$ cat src/rtl/core/kbsc_pkg.sv
package kbsc_pkg;

    // Widths fixed by the item and register layout
    localparam int unsigned DATA_W      = 8;
    localparam int unsigned LEN_W       = 4;
    localparam int unsigned KEY_LO_W    = 64;
    localparam int unsigned KEY_HI_W    = 56;
    localparam int unsigned CFG_IDX_W   = 2;
    localparam int unsigned CFG_DATA_W  = 64;
    localparam int unsigned MAX_KEY_BYTES = 15;

    // ASCII letter bounds
    localparam logic [DATA_W-1:0] UPPER_A = 8'h41;
    localparam logic [DATA_W-1:0] UPPER_Z = 8'h5A;
    localparam logic [DATA_W-1:0] LOWER_A = 8'h61;
    localparam logic [DATA_W-1:0] LOWER_Z = 8'h7A;
    localparam logic [5:0]        ALPHA   = 6'd26;

    typedef enum logic [1:0] {
        MODE_ENC  = 2'd0,
        MODE_DEC  = 2'd1,
        MODE_XOR  = 2'd2,
        MODE_PASS = 2'd3
    } t_mode;

    typedef enum logic [CFG_IDX_W-1:0] {
        CFG_MODE    = 2'd0,
        CFG_KEY_LEN = 2'd1,
        CFG_KEY_LO  = 2'd2,
        CFG_KEY_HI  = 2'd3
    } t_cfg_idx;

    // Status from the key unit to the datapath
    typedef struct packed {
        t_mode             mode;
        logic [LEN_W-1:0]  key_pos;
    } t_key_stat;

endpackage

$ cat src/rtl/core/kbsc_key.sv
// Config registers, key position counter and key byte select.
module kbsc_key #(
    parameter int unsigned KEY_BYTES = kbsc_pkg::MAX_KEY_BYTES
) (
    input  logic                               i_clk,
    input  logic                               i_rst_n,
    input  logic                               i_cfg_valid,
    input  logic [kbsc_pkg::CFG_IDX_W-1:0]     i_cfg_index,
    input  logic [kbsc_pkg::CFG_DATA_W-1:0]    i_cfg_data,
    input  logic                               i_step,
    input  logic                               i_start,
    output logic [kbsc_pkg::DATA_W-1:0]        o_key_byte,
    output kbsc_pkg::t_key_stat                o_stat
);

    localparam logic [kbsc_pkg::LEN_W-1:0] LEN_MAX = kbsc_pkg::LEN_W'(KEY_BYTES);

    kbsc_pkg::t_mode                   r_mode;
    logic [kbsc_pkg::LEN_W-1:0]        r_key_len;
    logic [kbsc_pkg::KEY_LO_W-1:0]     r_key_lo;
    logic [kbsc_pkg::KEY_HI_W-1:0]     r_key_hi;
    logic [kbsc_pkg::LEN_W-1:0]        r_pos;
    logic [kbsc_pkg::LEN_W-1:0]        n_pos;

    logic [kbsc_pkg::LEN_W-1:0]        eff_len;
    logic [kbsc_pkg::LEN_W-1:0]        cur_pos;
    logic [kbsc_pkg::LEN_W-1:0]        inc_pos;
    logic [kbsc_pkg::KEY_HI_W+kbsc_pkg::KEY_LO_W-1:0] key_all;

    always_ff @(posedge i_clk) begin
        if (!i_rst_n) begin
            r_mode    <= kbsc_pkg::MODE_ENC;
            r_key_len <= kbsc_pkg::LEN_W'(1);
            r_key_lo  <= '0;
            r_key_hi  <= '0;
        end else if (i_cfg_valid) begin
            case (kbsc_pkg::t_cfg_idx'(i_cfg_index))
                kbsc_pkg::CFG_MODE:    r_mode    <= kbsc_pkg::t_mode'(i_cfg_data[1:0]);
                kbsc_pkg::CFG_KEY_LEN: r_key_len <= i_cfg_data[kbsc_pkg::LEN_W-1:0];
                kbsc_pkg::CFG_KEY_LO:  r_key_lo  <= i_cfg_data[kbsc_pkg::KEY_LO_W-1:0];
                kbsc_pkg::CFG_KEY_HI:  r_key_hi  <= i_cfg_data[kbsc_pkg::KEY_HI_W-1:0];
                default: ;
            endcase
        end
    end

    // Zero length acts as one; above the key store saturates
    always_comb begin
        if (r_key_len == '0) begin
            eff_len = kbsc_pkg::LEN_W'(1);
        end else if (r_key_len > LEN_MAX) begin
            eff_len = LEN_MAX;
        end else begin
            eff_len = r_key_len;
        end
    end

    // Start of message, or a stale position after a length change, restarts at zero
    always_comb begin
        cur_pos = (i_start || (r_pos >= eff_len)) ? '0 : r_pos;
        inc_pos = cur_pos + kbsc_pkg::LEN_W'(1);
        n_pos   = i_step ? ((inc_pos >= eff_len) ? '0 : inc_pos) : r_pos;
    end

    always_ff @(posedge i_clk) begin
        if (!i_rst_n) begin
            r_pos <= '0;
        end else begin
            r_pos <= n_pos;
        end
    end

    assign key_all    = {r_key_hi, r_key_lo};
    assign o_key_byte = key_all[{cur_pos, 3'b000} +: kbsc_pkg::DATA_W];

    assign o_stat.mode    = r_mode;
    assign o_stat.key_pos = r_pos;

endmodule

$ cat src/rtl/core/kbsc_xform.sv
// Byte transform: letter shift forward or back by key mod 26, xor, or pass.
module kbsc_xform (
    input  kbsc_pkg::t_mode                  i_mode,
    input  logic [kbsc_pkg::DATA_W-1:0]      i_data,
    input  logic [kbsc_pkg::DATA_W-1:0]      i_key,
    output logic [kbsc_pkg::DATA_W-1:0]      o_data
);

    logic [14:0]                       recip;
    logic [3:0]                        quot;
    logic [kbsc_pkg::DATA_W-1:0]       rem;
    logic [4:0]                        shift;
    logic                              is_upper;
    logic                              is_lower;
    logic [kbsc_pkg::DATA_W-1:0]       base;
    logic [kbsc_pkg::DATA_W-1:0]       diff;
    logic [5:0]                        sum;
    logic [5:0]                        wrapped;
    logic [kbsc_pkg::DATA_W-1:0]       shifted;

    always_comb begin
        // key / 26 as (key * 79) >> 11, exact over 0..255
        recip = 15'(i_key) * 15'd79;
        quot  = recip[14:11];
        rem   = i_key - (8'(quot) * 8'd26);
        shift = rem[4:0];

        is_upper = (i_data >= kbsc_pkg::UPPER_A) && (i_data <= kbsc_pkg::UPPER_Z);
        is_lower = (i_data >= kbsc_pkg::LOWER_A) && (i_data <= kbsc_pkg::LOWER_Z);
        base     = is_upper ? kbsc_pkg::UPPER_A : kbsc_pkg::LOWER_A;
        diff     = i_data - base;

        if (i_mode == kbsc_pkg::MODE_DEC) begin
            sum = 6'(diff[4:0]) + kbsc_pkg::ALPHA - 6'(shift);
        end else begin
            sum = 6'(diff[4:0]) + 6'(shift);
        end
        wrapped = (sum >= kbsc_pkg::ALPHA) ? (sum - kbsc_pkg::ALPHA) : sum;
        shifted = (is_upper || is_lower) ? (base + 8'(wrapped)) : i_data;

        case (i_mode)
            kbsc_pkg::MODE_ENC,
            kbsc_pkg::MODE_DEC: o_data = shifted;
            kbsc_pkg::MODE_XOR: o_data = i_data ^ i_key;
            default:            o_data = i_data;
        endcase
    end

endmodule

$ cat src/rtl/core/keyed_byte_stream_cipher.sv
// Keyed byte stream cipher (Vigenere letter shift with an xor mode).
//
// Input channel: i_valid / o_stall carry one item per accepted edge,
// a data byte plus a start-of-message flag that rewinds the key position
// to byte 0 before that byte is used. Output channel: o_valid / i_stall
// carry the transformed byte. Config channel: i_cfg_valid / o_cfg_ready
// with a register index (0 mode, 1 key length, 2 key bytes 0-7,
// 3 key bytes 8-14); ready is always high. Write config only while idle.
//
// Pipeline: input register, then result register; an accepted item moves
// into the result register when it is free, and o_valid then rises.
// Throughput: one item per cycle, back to back, while i_stall is low.
//
// Reset (synchronous, i_rst_n low): mode encrypt, key length 1, key zero,
// key position 0, both pipeline stages empty.
// Stall: while i_stall is high the result register holds its item; the
// input register still fills if empty, after which o_stall rises.
module keyed_byte_stream_cipher #(
    parameter int unsigned KEY_BYTES = kbsc_pkg::MAX_KEY_BYTES
) (
    input  logic                               i_clk,
    input  logic                               i_rst_n,
    // input items
    input  logic                               i_valid,
    output logic                               o_stall,
    input  logic [kbsc_pkg::DATA_W-1:0]        i_data_byte,
    input  logic                               i_start_of_message,
    // result items
    output logic                               o_valid,
    input  logic                               i_stall,
    output logic [kbsc_pkg::DATA_W-1:0]        o_out_byte,
    // config writes
    input  logic                               i_cfg_valid,
    output logic                               o_cfg_ready,
    input  logic [kbsc_pkg::CFG_IDX_W-1:0]     i_cfg_index,
    input  logic [kbsc_pkg::CFG_DATA_W-1:0]    i_cfg_data
);

    logic                              r_s1_valid;
    logic [kbsc_pkg::DATA_W-1:0]       r_s1_data;
    logic [kbsc_pkg::DATA_W-1:0]       r_s1_key;
    logic                              r_out_valid;
    logic [kbsc_pkg::DATA_W-1:0]       r_out_byte;

    logic                              s2_ready;
    logic                              s1_move;
    logic                              in_acc;
    logic [kbsc_pkg::DATA_W-1:0]       sel_key;
    logic [kbsc_pkg::DATA_W-1:0]       n_out_byte;
    kbsc_pkg::t_key_stat               key_stat;

    // Handshake: result register frees when empty or being taken
    assign s2_ready    = !r_out_valid || !i_stall;
    assign s1_move     = r_s1_valid && s2_ready;
    assign o_stall     = r_s1_valid && !s2_ready;
    assign in_acc      = i_valid && !o_stall;
    assign o_cfg_ready = 1'b1;

    // Key position steps on every accepted item
    kbsc_key #(
        .KEY_BYTES (KEY_BYTES)
    ) u_key (
        .i_clk       (i_clk),
        .i_rst_n     (i_rst_n),
        .i_cfg_valid (i_cfg_valid && o_cfg_ready),
        .i_cfg_index (i_cfg_index),
        .i_cfg_data  (i_cfg_data),
        .i_step      (in_acc),
        .i_start     (i_start_of_message),
        .o_key_byte  (sel_key),
        .o_stat      (key_stat)
    );

    kbsc_xform u_xform (
        .i_mode (key_stat.mode),
        .i_data (r_s1_data),
        .i_key  (r_s1_key),
        .o_data (n_out_byte)
    );

    // Control
    always_ff @(posedge i_clk) begin
        if (!i_rst_n) begin
            r_s1_valid  <= 1'b0;
            r_out_valid <= 1'b0;
        end else begin
            if (!o_stall) begin
                r_s1_valid <= i_valid;
            end
            if (s2_ready) begin
                r_out_valid <= r_s1_valid;
            end
        end
    end

    // Payload
    always_ff @(posedge i_clk) begin
        if (in_acc) begin
            r_s1_data <= i_data_byte;
            r_s1_key  <= sel_key;
        end
        if (s1_move) begin
            r_out_byte <= n_out_byte;
        end
    end

    assign o_valid    = r_out_valid;
    assign o_out_byte = r_out_byte;

    // Checks
    a_stall_needs_item: assert property (@(posedge i_clk) disable iff (!i_rst_n)
        o_stall |-> (r_s1_valid && r_out_valid))
        else $error("input stall raised with a free stage");

    a_pos_in_range: assert property (@(posedge i_clk) disable iff (!i_rst_n)
        key_stat.key_pos < kbsc_pkg::LEN_W'(KEY_BYTES))
        else $error("key position beyond key store");

    a_s1_holds: assert property (@(posedge i_clk) disable iff (!i_rst_n)
        o_stall |=> (r_s1_valid && $stable(r_s1_data) && $stable(r_s1_key)))
        else $error("input register lost a held item");

    a_xor_result: assert property (@(posedge i_clk) disable iff (!i_rst_n)
        (s1_move && (key_stat.mode == kbsc_pkg::MODE_XOR))
            |=> (r_out_byte == $past(r_s1_data ^ r_s1_key)))
        else $error("xor result mismatch");

endmodule
$ cat config.mk
export PLATFORM = sky130hd
export DESIGN_NAME = keyed_byte_stream_cipher
export DESIGN_NICKNAME = d
export VERILOG_FILES = /design/src/rtl/core/kbsc_pkg.sv /design/src/rtl/core/kbsc_key.sv /design/src/rtl/core/kbsc_xform.sv /design/src/rtl/core/keyed_byte_stream_cipher.sv
export SDC_FILE = /design/constraint.sdc
export NUM_CORES = 1
export LEC_CHECK = 0
export BUFFER_PORTS_ARGS = -buffer_cell sky130_fd_sc_hd__buf_4
export CORE_ASPECT_RATIO = 2
export CORE_UTILIZATION = 65
export DETAILED_ROUTE_END_ITERATION = 7
export PLACE_DENSITY = 0.86
export SETUP_SLACK_MARGIN = 0.3
export SKIP_LAST_GASP = 1
export SLEW_MARGIN = 40
export SYNTH_ARGS = -nofsm -noshare
export SYNTH_HDL_FRONTEND = slang
export SYNTH_SLANG_ARGS = --single-unit
$ cat constraint.sdc
create_clock -name i_clk -period 13.6 [get_ports i_clk]
set_input_delay 2.72 -clock i_clk [delete_from_list [all_inputs] [get_ports i_clk]]
set_output_delay 2.72 -clock i_clk [all_outputs]
set_load 0.02 [all_outputs]
---- Word-level counts from Yosys, hierarchy flattened ----
Index checks and enable logic that the tools add are counted.
operators by class
  reduce and logical (&&, ||, !) cells .... 20
  bitwise operators ....................... 1
  mux-type cells .......................... 9
  $mul .................................... 2
  equal/unequal tests ..................... 5
  $add $sub $neg .......................... 8
  shift-type cells ........................ 1
  magnitude comparators ................... 8
operators with widths
  kind                    number
  $shiftx A120 B8 Y8      1
  $mux W6                 3
  $ge A8 B7 Y1 const B    2
  $le A8 B7 Y1 const B    2
  $mux W4                 4
  $pmux W8 S2             1
  $mul A8 B7 Y15 const B  1
  $sub A5 B5 Y5           2
  $add A7 B6 Y8           1
  $ge A4 B4 Y1            2
  $mux W8                 1
  $reduce_and A2 Y1       4
  $xor A8 B8 Y8           1
  $add A5 B5 Y6           1
  $add A5 B5 Y6 const B   1
  $eq A2 B2 Y1 const B    3
  $ge A6 B5 Y1 const B    1
  $sub A6 B5 Y6           1
  $sub A6 B5 Y6 const B   1
  $logic_and A1 B1 Y1     5
  $add A4 B1 Y4 const B   1
  $eq A2 B1 Y1 const B    2
  $gt A4 B4 Y1 const B    1
  $logic_not A1 Y1        4
  5 further kinds         8
storage, ports and cells
  output and inout bits ................... 11
  word-level logic and storage cells ...... 64
  flip-flop bits (word level) ............. 156
  bits of input ports ..................... 80

---- Longest topological paths before layout ----
Gate-level depths: netlist (run 1).
  depth in word-level cells ............... 12
  depth in mapped cells ................... 37
  mapped depth without buffers ............ 36

---- Hierarchy ----
A second synthesis (run 1) with hierarchy kept.
second synthesis, totals
  cells, all modules ...................... 1052
  area total of the unflattened synthesis .. 9290.2 um2
by module, submodules not included
  module                    cells each  area an instance (um2)  sequential area each (um2)  instances
  kbsc_key                  724         6169.7                  2602.5                      1
  kbsc_xform                294         2304.7                  0.0                         1
  keyed_byte_stream_cipher  34          815.8                   760.7                       1

---- Least setup slack after synthesis (run 1) ----
Ideal clock, no wire load.
  path kind ............................... flip-flop to flip-flop
  from .................................... register r_s1_key[4] (netlist name)
  to ...................................... register r_out_byte (netlist bit o_out_byte[7]), data pin
  slack ................................... 5976 ps
  data arrival time ....................... 7344 ps
  period minus slack after synthesis ...... 7624 ps
  path buffers ............................ 1
  library setup time ...................... 280 ps
  data required time ...................... 13320 ps
  stages on the path, launching flop included .. 34
  path through ............................ edfxtp_1 inv_1 fa_1 inv_1 ha_1 inv_1 fa_1 fa_1 inv_1 ha_1 a2111oi_1 o31ai_1 a21o_1 a21oi_1 xnor2_1 ha_1 inv_1 ha_1 a21oi_1 xnor2_1 xnor2_1 xnor2_1 ha_1 ha_1 or2_2 o2111a_1 a211o_1 or2_1 buf_6 a21oi_1 nor2_1 ha_1 a311oi_1 a221oi_2
on the way
  cells in the longest elaborated chain, start to end .. 10
  elaborated cells between the ends (all ways) .. 12
  classes of those cells .................. add/sub: 5; mul: 2; order compare: 1; mux: 4
RTL lines
  element                                                RTL line                            RTL
  start: declaration                                     keyed_byte_stream_cipher.sv:41      logic [kbsc_pkg::DATA_W-1:0] r_s1_key;
  start signal: assignment                               keyed_byte_stream_cipher.sv:100     r_s1_key <= sel_key;
  $mul A8 B7 Y15                                         kbsc_xform.sv:23                    recip = 15'(i_key) * 15'd79;
  $mul A4 B3 Y4                                          kbsc_xform.sv:25                    rem = i_key - (8'(quot) * 8'd26);
  $sub A5 B5 Y5 (*)                                      kbsc_xform.sv:25
  $sub A6 B5 Y6 / $add A5 B5 Y6 (equally long branches)  kbsc_xform.sv:34, kbsc_xform.sv:36
  $mux W6 (*)                                            kbsc_xform.sv:33                    if (i_mode == kbsc_pkg::MODE_DEC) begin
  $sub A6 B5 Y6 / $ge A6 B5 Y1 (equally long branches)   kbsc_xform.sv:38                    wrapped = (sum >= kbsc_pkg::ALPHA) ? (sum - kbsc_pkg::ALPHA) : sum;
  $mux W6 (*)                                            kbsc_xform.sv:38
  $add A7 B6 Y8 (*)                                      kbsc_xform.sv:39                    shifted = (is_upper || is_lower) ? (base + 8'(wrapped)) : i_data;
  $mux W8 (*)                                            kbsc_xform.sv:39
  $pmux W8 S2 (*)                                        kbsc_xform.sv:41                    case (i_mode)
  net n_out_byte, one bit                                keyed_byte_stream_cipher.sv:49      logic [kbsc_pkg::DATA_W-1:0] n_out_byte;
  end signal: assignment                                 keyed_byte_stream_cipher.sv:103     r_out_byte <= n_out_byte;
  end: declaration                                       keyed_byte_stream_cipher.sv:43      logic [kbsc_pkg::DATA_W-1:0] r_out_byte;
The timed path passes the listed nets; every way through them passes the cells marked *.
A chain may end at the register's enable or synchronous reset.

---- Final worst setup path (run 1) ----
  from .................................... register r_s1_key[4] (netlist name)
  to ...................................... register r_out_byte (netlist bit o_out_byte[6]), data pin
Same word-level chain as after synthesis.

==> metrics.txt, run 1 <==
first-pass GRT wire length=37,200 um; internal power=around 1100 uW; Core Footprint=~0.014 mm^2; final wirelength=approximately 23,000 um; cell mode on critical path=ha_1; multi-input logic area=roughly 0.0054 mm^2; setup TNS=0 ps; clock share of power=0.249; Nets=1,266; final-report hold violation count=0; DRC=0; Hold WC Path Type=reg2reg; Core Rows=around 60; chip height=around 170 um; htree depth=4; fin crit period=8640 ps; maxcap violations=0; clk_skew=6.58 ps; actual slew at the worst max-slew pin=788 ps; Synth Register Bits=between 150 and 200; DPL Wire Length=approximately 16,000 um; Ports=91; CP Launch Type=register; RePlAce Congestion=~1.0; slew margin rel.=0.471; fmax=roughly 120 MHz; Leak=0.00436 uW; TritonRoute pass-1 iters=5; largest family of logic cells by synthesized area=compound AO/OA/AOI/OAI gates; # fillers=a little over 1k; max incr delay on CP=570 ps; CTS tree=yes; Min-Delay Path Depth=2; Seq/Total Area, Yosys=0.362; initial antenna violation count=0; sw frac=0.382; Net Sw Power=around 670 uW; Syn. warnings=0; setup bufs post-CTS=0; Reg power frac=0.286; Skew-Pair Late Insertion Delay=430 ps; CTS sink cnt=about 160; root buffer cell=clkbuf_16; Crit. End Element=register; Worst Path Arrival=around 8900 ps; multiplexer area fraction after synthesis=0.0787; Slew Viols, Final=0; Avg Synthesized Cell Area=8.85 um^2; Routed Antenna Nets=0; Reg area=between 0.003 and 0.004 mm^2; R2R cell count=33; CP required=about 14,000 ps; Synth Area in Compound Gates=0.187; PD cells=roughly 170 mW/mm^2; Placement Cell Area=0.0100 mm^2; Worst-path clk slew=~60 ps; Max clock buf depth=2; vias in the first global route=7,686; worst setup margin=between 4000 and 5000 ps; asr flop ratio synth=0; most frequent cells in the layout=267 x nand2_1, 132 x dfxtp_1, 121 x a21boi_0, 95 x buf_4, 63 x ha_1; commonest non-fill, non-tap cell in the layout=nand2_1; Crit-path slowest cell=fa_1; endpoints failing setup=0; crit path kind=reg2reg; fraction of layout cells with a size suffix above 1=0.157; # diodes=0; Tcrit/Tclk final=0.635; Mapped Cells=roughly 1.1k; maximum vdd drop=about 0.00012 V; gr usage total=0.330; Power Total=between 1500 and 2000 uW; Buffers on Ports=between 80 and 90; Yosys cell types=74; Main synth FF type=dfxtp_1; Num CTS Buffers=17; run status=complete, no violations; Netlist Area Pre-Place=0.00930 mm^2; Starting DRT DRC Count=425; Synth Area in Adders=0.121; routed length per instance=around 17 um; Overflow after GRT=0; Util after Layout=0.755; Via density=just under 6; xor and xnor area share after synthesis=0.0226; combinational share of power=0.465; Finished Cell Area=between 0.01 and 0.015 mm^2; syn_nets=between 1k and 1.5k; largest net degree at the start of global routing=around 130; routed vias=7,589; RSZ-0062 raised after global routing=no; Starting Density=0.666; post-place setup slack=a little over 5000 ps; CP max FO=12; Resize count post-CTS=0; Synth-to-Final Area Change=13.5%; number of enable flip-flop cells after synthesis=24; die area=approximately 0.015 mm^2; Post-Synth Simple-Gate Area=0.174; Die W=between 80 and 90 um; cts hold-fix bufs=0
==> cells in the mapped netlist (all sizes together) (6+ instances only) <==
cell type	instances	share of area
nand2	269	0.11
dfxtp	132	0.28
a21boi	122	0.099
ha	63	0.085
inv	62	0.025
nor2	58	0.023
clkbuf	48	0.019
mux2i	27	0.029
a21oi	26	0.015
edfxtp	24	0.078
xnor2	20	0.019
fa	17	0.037
mux4	16	0.039
o21ai	13	0.0074
a21o	12	0.0097
a22oi	12	0.0097
a31oi	12	0.0081
buf	12	0.0097
nor2b	12	0.0081
mux2	9	0.011
nand2b	9	0.0071
o211ai	8	0.0065
nand3	7	0.0043
nor3	6	0.0044
==> sequential cells by signal (all words and copies together), names as in the netlist, 2 cells and up <==
register and flops:
r_s1_key 8, u_key.r_key_lo 64, u_key.r_key_len 4, u_key.r_pos 4
r_s1_data 8, o_out_byte 8, u_key.r_key_hi 56, u_key.r_mode 2
==> worst max-delay path, delay by kind of cell (launching register included) <==
| kind | cells | cell delay, ps |
|---|---|---|
| buffers and inverters | 5 | 360 |
| AND/OR/NAND/NOR | 5 | 1160 |
| adder cells (fa/ha/maj) | 10 | 3610 |
| flip-flops | 1 | 490 |
| AO/OA/AOI/OAI | 9 | 2080 |
| XOR/XNOR | 4 | 740 |
==> final cells by class <==
class / count / area share
clock inverters: 10 / 0.00617
well taps: 189 / 0.0224
flip-flops and latches: 156 / 0.319
multi-input cells: 773 / 0.516
clock buffers: 21 / 0.0457
inverters: 62 / 0.0221
repair buffers: 96 / 0.0687
==> power by group through the flow <==
stage	clock network (uW)	registers [uW]	logic, uW
CTS	441	502	806
global placement	0	511	780
finish	438	502	818
global route	459	504	897
floorplan	0	510	649
detailed placement	0	512	803
==> final timing paths <==
check                                     to  slack, ps                             from
max                  o_out_byte[6]$_DFFE_PP_       4960            r_s1_key[4]$_DFFE_PP_
min          u_key.r_key_lo[49]$_SDFFE_PN0P_        460  u_key.r_key_lo[49]$_SDFFE_PN0P_
max reg2reg          o_out_byte[6]$_DFFE_PP_       4960            r_s1_key[4]$_DFFE_PP_
min reg2reg  u_key.r_key_lo[49]$_SDFFE_PN0P_        460  u_key.r_key_lo[49]$_SDFFE_PN0P_
==> cell families after synthesis <==
| logic type | Yosys count |
|---|---|
| muxes | 52 |
| adders and majority gates | 80 |
| and+or+nand+nor | 383 |
| AOI/OAI and AO/OA | 233 |
| DFF | 156 |
| other | 1 |
| xor gates and xnor gates | 24 |
| buffers and inverters | 122 |
==> routing by layer <==
metal	routed length [um]	global-route usage
met1	8160	0.350
met2	12200	0.585
met3	842	0.0521
met4	1640	0.233
met5	0	0
==> metrics by stage <==
stage	cells	hold slack [ps]
floorplan	1051	440
global placement	1275	451
detailed placement	1276	457
CTS	1307	465
global route	1307	477
finish	1307	462
(Power assumes the default switching activity.)
==> run 2, diff against run 1 <==
Settings changed: CORE_UTILIZATION 65 to 54, PLACE_DENSITY 0.86 to 0.77.
Clock period 13.6 ns to 7.9 ns, I/O delays scaled along.
==> run 2 against run 1 <==
Via count is 1.1% higher. Sequential power grew 72%. Sequential share of layout area is 1.3 points lower. Hold slack barely moved.
==> metrics.txt, run 2 (synthesized netlist as in run 1, its figures left out) <==
run status=complete, no violations; Max clock buf depth=2 (unchanged); sw frac=0.363 (-0.0198); maximum vdd drop=0.000225 V (+91%); Net Sw Power=1250 uW (+86%); combinational share of power=0.495 (+0.030); max FFs per register=64 (unchanged); global routing usage on met3=0.0466 (-0.00546); Hold WC Path Type=reg2reg; Worst R2R Start=r_s1_key[4]$_DFFE_PP_; grt met1 use=0.286 (-0.0637); CTS tree=yes; reg2reg end=o_out_byte[6]$_DFFE_PP_; Synth-to-Final Area Change=18.3%; Skew-Pair Late Insertion Delay=420 ps (about the same); die area=0.0178 mm^2 (+20%); actual slew at the worst max-slew pin=782 ps (-5.99 ps); CP Launch Type=register; Biggest register=u_key.r_key_lo; Nets=1,286 (+1.6%); fraction of layout cells with a size suffix above 1=0.198 (+0.0405); DRC=0 (unchanged); vias in the first global route=7,717 (+0.40%); Overflow after GRT=0 (unchanged); Die W=94.8 um (+9.5%); worst setup path end=o_out_byte[6]$_DFFE_PP_; Worst-path clk slew=60 ps (about the same); crit path kind=reg2reg; Via density=5.71 (-1.7%); largest net degree at the start of global routing=133 (unchanged); most frequent cells in the layout=266 x nand2_1, 132 x dfxtp_1, 120 x a21boi_0, 114 x buf_4, 57 x nor2_1; DPL Wire Length=16,300 um (+0.13%); Routed Antenna Nets=0 (unchanged); htree depth=4 (unchanged); TritonRoute pass-1 iters=5 (unchanged); Tcrit/Tclk final=0.945 (+0.309); Num CTS Buffers=17 (unchanged); internal power=2200 uW (+100%); fmax=134 MHz (+16%); GRT met2 Usage=0.497 (-0.0877); Worst Path Arrival=7620 ps (-1240 ps); Final Non-Filler Cells=1,344 (+2.8%); Core Rows=67 (+9.8%); Crit-path slowest cell=fa_1; clock share of power=0.254 (+0.005); Leak=0.00452 uW (+3.8%); maxcap violations=0 (unchanged); endpoints failing setup=0 (unchanged); Starting DRT DRC Count=367 (-14%); Ports=91 (unchanged); Reg power frac=0.250 (-0.036); Slew Viols, Final=0 (unchanged); Crit. End Element=register; max incr delay on CP=550 ps (-20 ps); CP required=8060 ps (-5770 ps); routed vias=7,669 (+1.1%); RSZ-0062 raised after global routing=yes; clk_skew=7.43 ps (+0.853 ps); placed cell count=1,302 (+2.0%); GRT Max-Usage Layer=met2; final wirelength=23,600 um (+3.2%); setup TNS=0 ps (unchanged); first-pass GRT wire length=37,400 um (+0.50%); RePlAce Congestion=0.858 (-17%); PD cells=314 mW/mm^2 (+88%); Buffers on Ports=89 (unchanged); worst setup margin=438 ps (-4520 ps); final-report hold violation count=0 (unchanged); R2R cell count=33 (unchanged); CP max FO=8 (-4); commonest non-fill, non-tap cell in the layout=nand2_1; Power Total=3450 uW (+96%); Core Footprint=0.0168 mm^2 (+20%); top flop regs=u_key.r_key_lo: 64 flops, u_key.r_key_hi: 56 flops; # diodes=0 (unchanged); Starting Density=0.555 (-0.111); slew margin rel.=0.475 (+0.00402); post-place setup slack=-60.3 ps (-5150 ps); gr usage total=0.273 (-0.0571); Worst R2R Setup Slack=440 ps (-4520 ps); routed length per instance=17.6 um (+0.34%); CTS sink cnt=156 (unchanged); root buffer cell=clkbuf_16; chip height=188 um (+9.6%); initial antenna violation count=0 (unchanged); CP startpoint=r_s1_key[4]$_DFFE_PP_; fin crit period=7460 ps (-1180 ps)
## run 2: metal layers
metal	vias to the layer above	wire, um	share of wire
li1	3708	-	-
met1	3690	8620	0.37
met3	76	789	0.033
met2	195	12900	0.55
met4	0	1310	0.055
met5	-	0	0
## run 2: repair_timing
| action | CTS | global route |
|---|---|---|
| pin swaps | 3 | 22 |
| hold endpoints to repair | 0 | 0 |
| hold buffers | 0 | 0 |
| setup buffers | 1 | 10 |
| gates resized for setup | 8 | 29 |
| setup endpoints to repair | 7 | 7 |
## run 2: per-stage QoR
stage / utilization / instance area [um^2] / hold WS, ps
floorplan: - / 9310 / 440
global placement: 0.602 / 10100 / 450
detailed placement: 0.602 / 10100 / 456
CTS: 0.643 / 10800 / 465
global route: 0.656 / 11000 / 481
finish: 0.656 / 11000 / 462
## run 2: cell type report
type	count	area, um^2
Clock inverter	4	98.8
Clock buffer	26	536
Sequential cell	156	3360
Fill cell	1413	5770
Multi-Input combinational cell	773	5620
Timing Repair Buffer	116	878
Tap cell	207	259
Inverter	62	239
## run 2: worst min-delay path by stage
stage / cells past startpoint / slack, ps / end / start
floorplan: 2 / 440 / u_key.r_key_lo[60]$_SDFFE_PN0P_ / u_key.r_key_lo[60]$_SDFFE_PN0P_
global placement: 2 / 450 / u_key.r_key_lo[14]$_SDFFE_PN0P_ / u_key.r_key_lo[14]$_SDFFE_PN0P_
detailed placement: 2 / 460 / u_key.r_key_hi[42]$_SDFFE_PN0P_ / u_key.r_key_hi[42]$_SDFFE_PN0P_
CTS: 2 / 460 / u_key.r_key_hi[42]$_SDFFE_PN0P_ / u_key.r_key_hi[42]$_SDFFE_PN0P_
global route: 2 / 480 / u_key.r_key_hi[11]$_SDFFE_PN0P_ / u_key.r_key_hi[11]$_SDFFE_PN0P_
finish: 2 / 460 / u_key.r_key_hi[7]$_SDFFE_PN0P_ / u_key.r_key_hi[7]$_SDFFE_PN0P_
## run 2: power by group through the flow
stage                     Sequential [uW]  Clock [uW]  Combinational, uW
after floorplan                       879           0               1120
after global placement                879           0               1420
after detailed placement              880           0               1440
after CTS                             863         886               1500
after global routing                  867         921               1890
final                                 864         879               1710
## run 2: critical path, delay by kind of cell, from the launching register on
family                     cells  cell delay, ps
and+or+nand+nor                7            1530
DFF                            1             380
adders and majority gates      9            3020
buffers and inverters          5             240
xor gates and xnor gates       3             600
AOI/OAI and AO/OA              9            1390
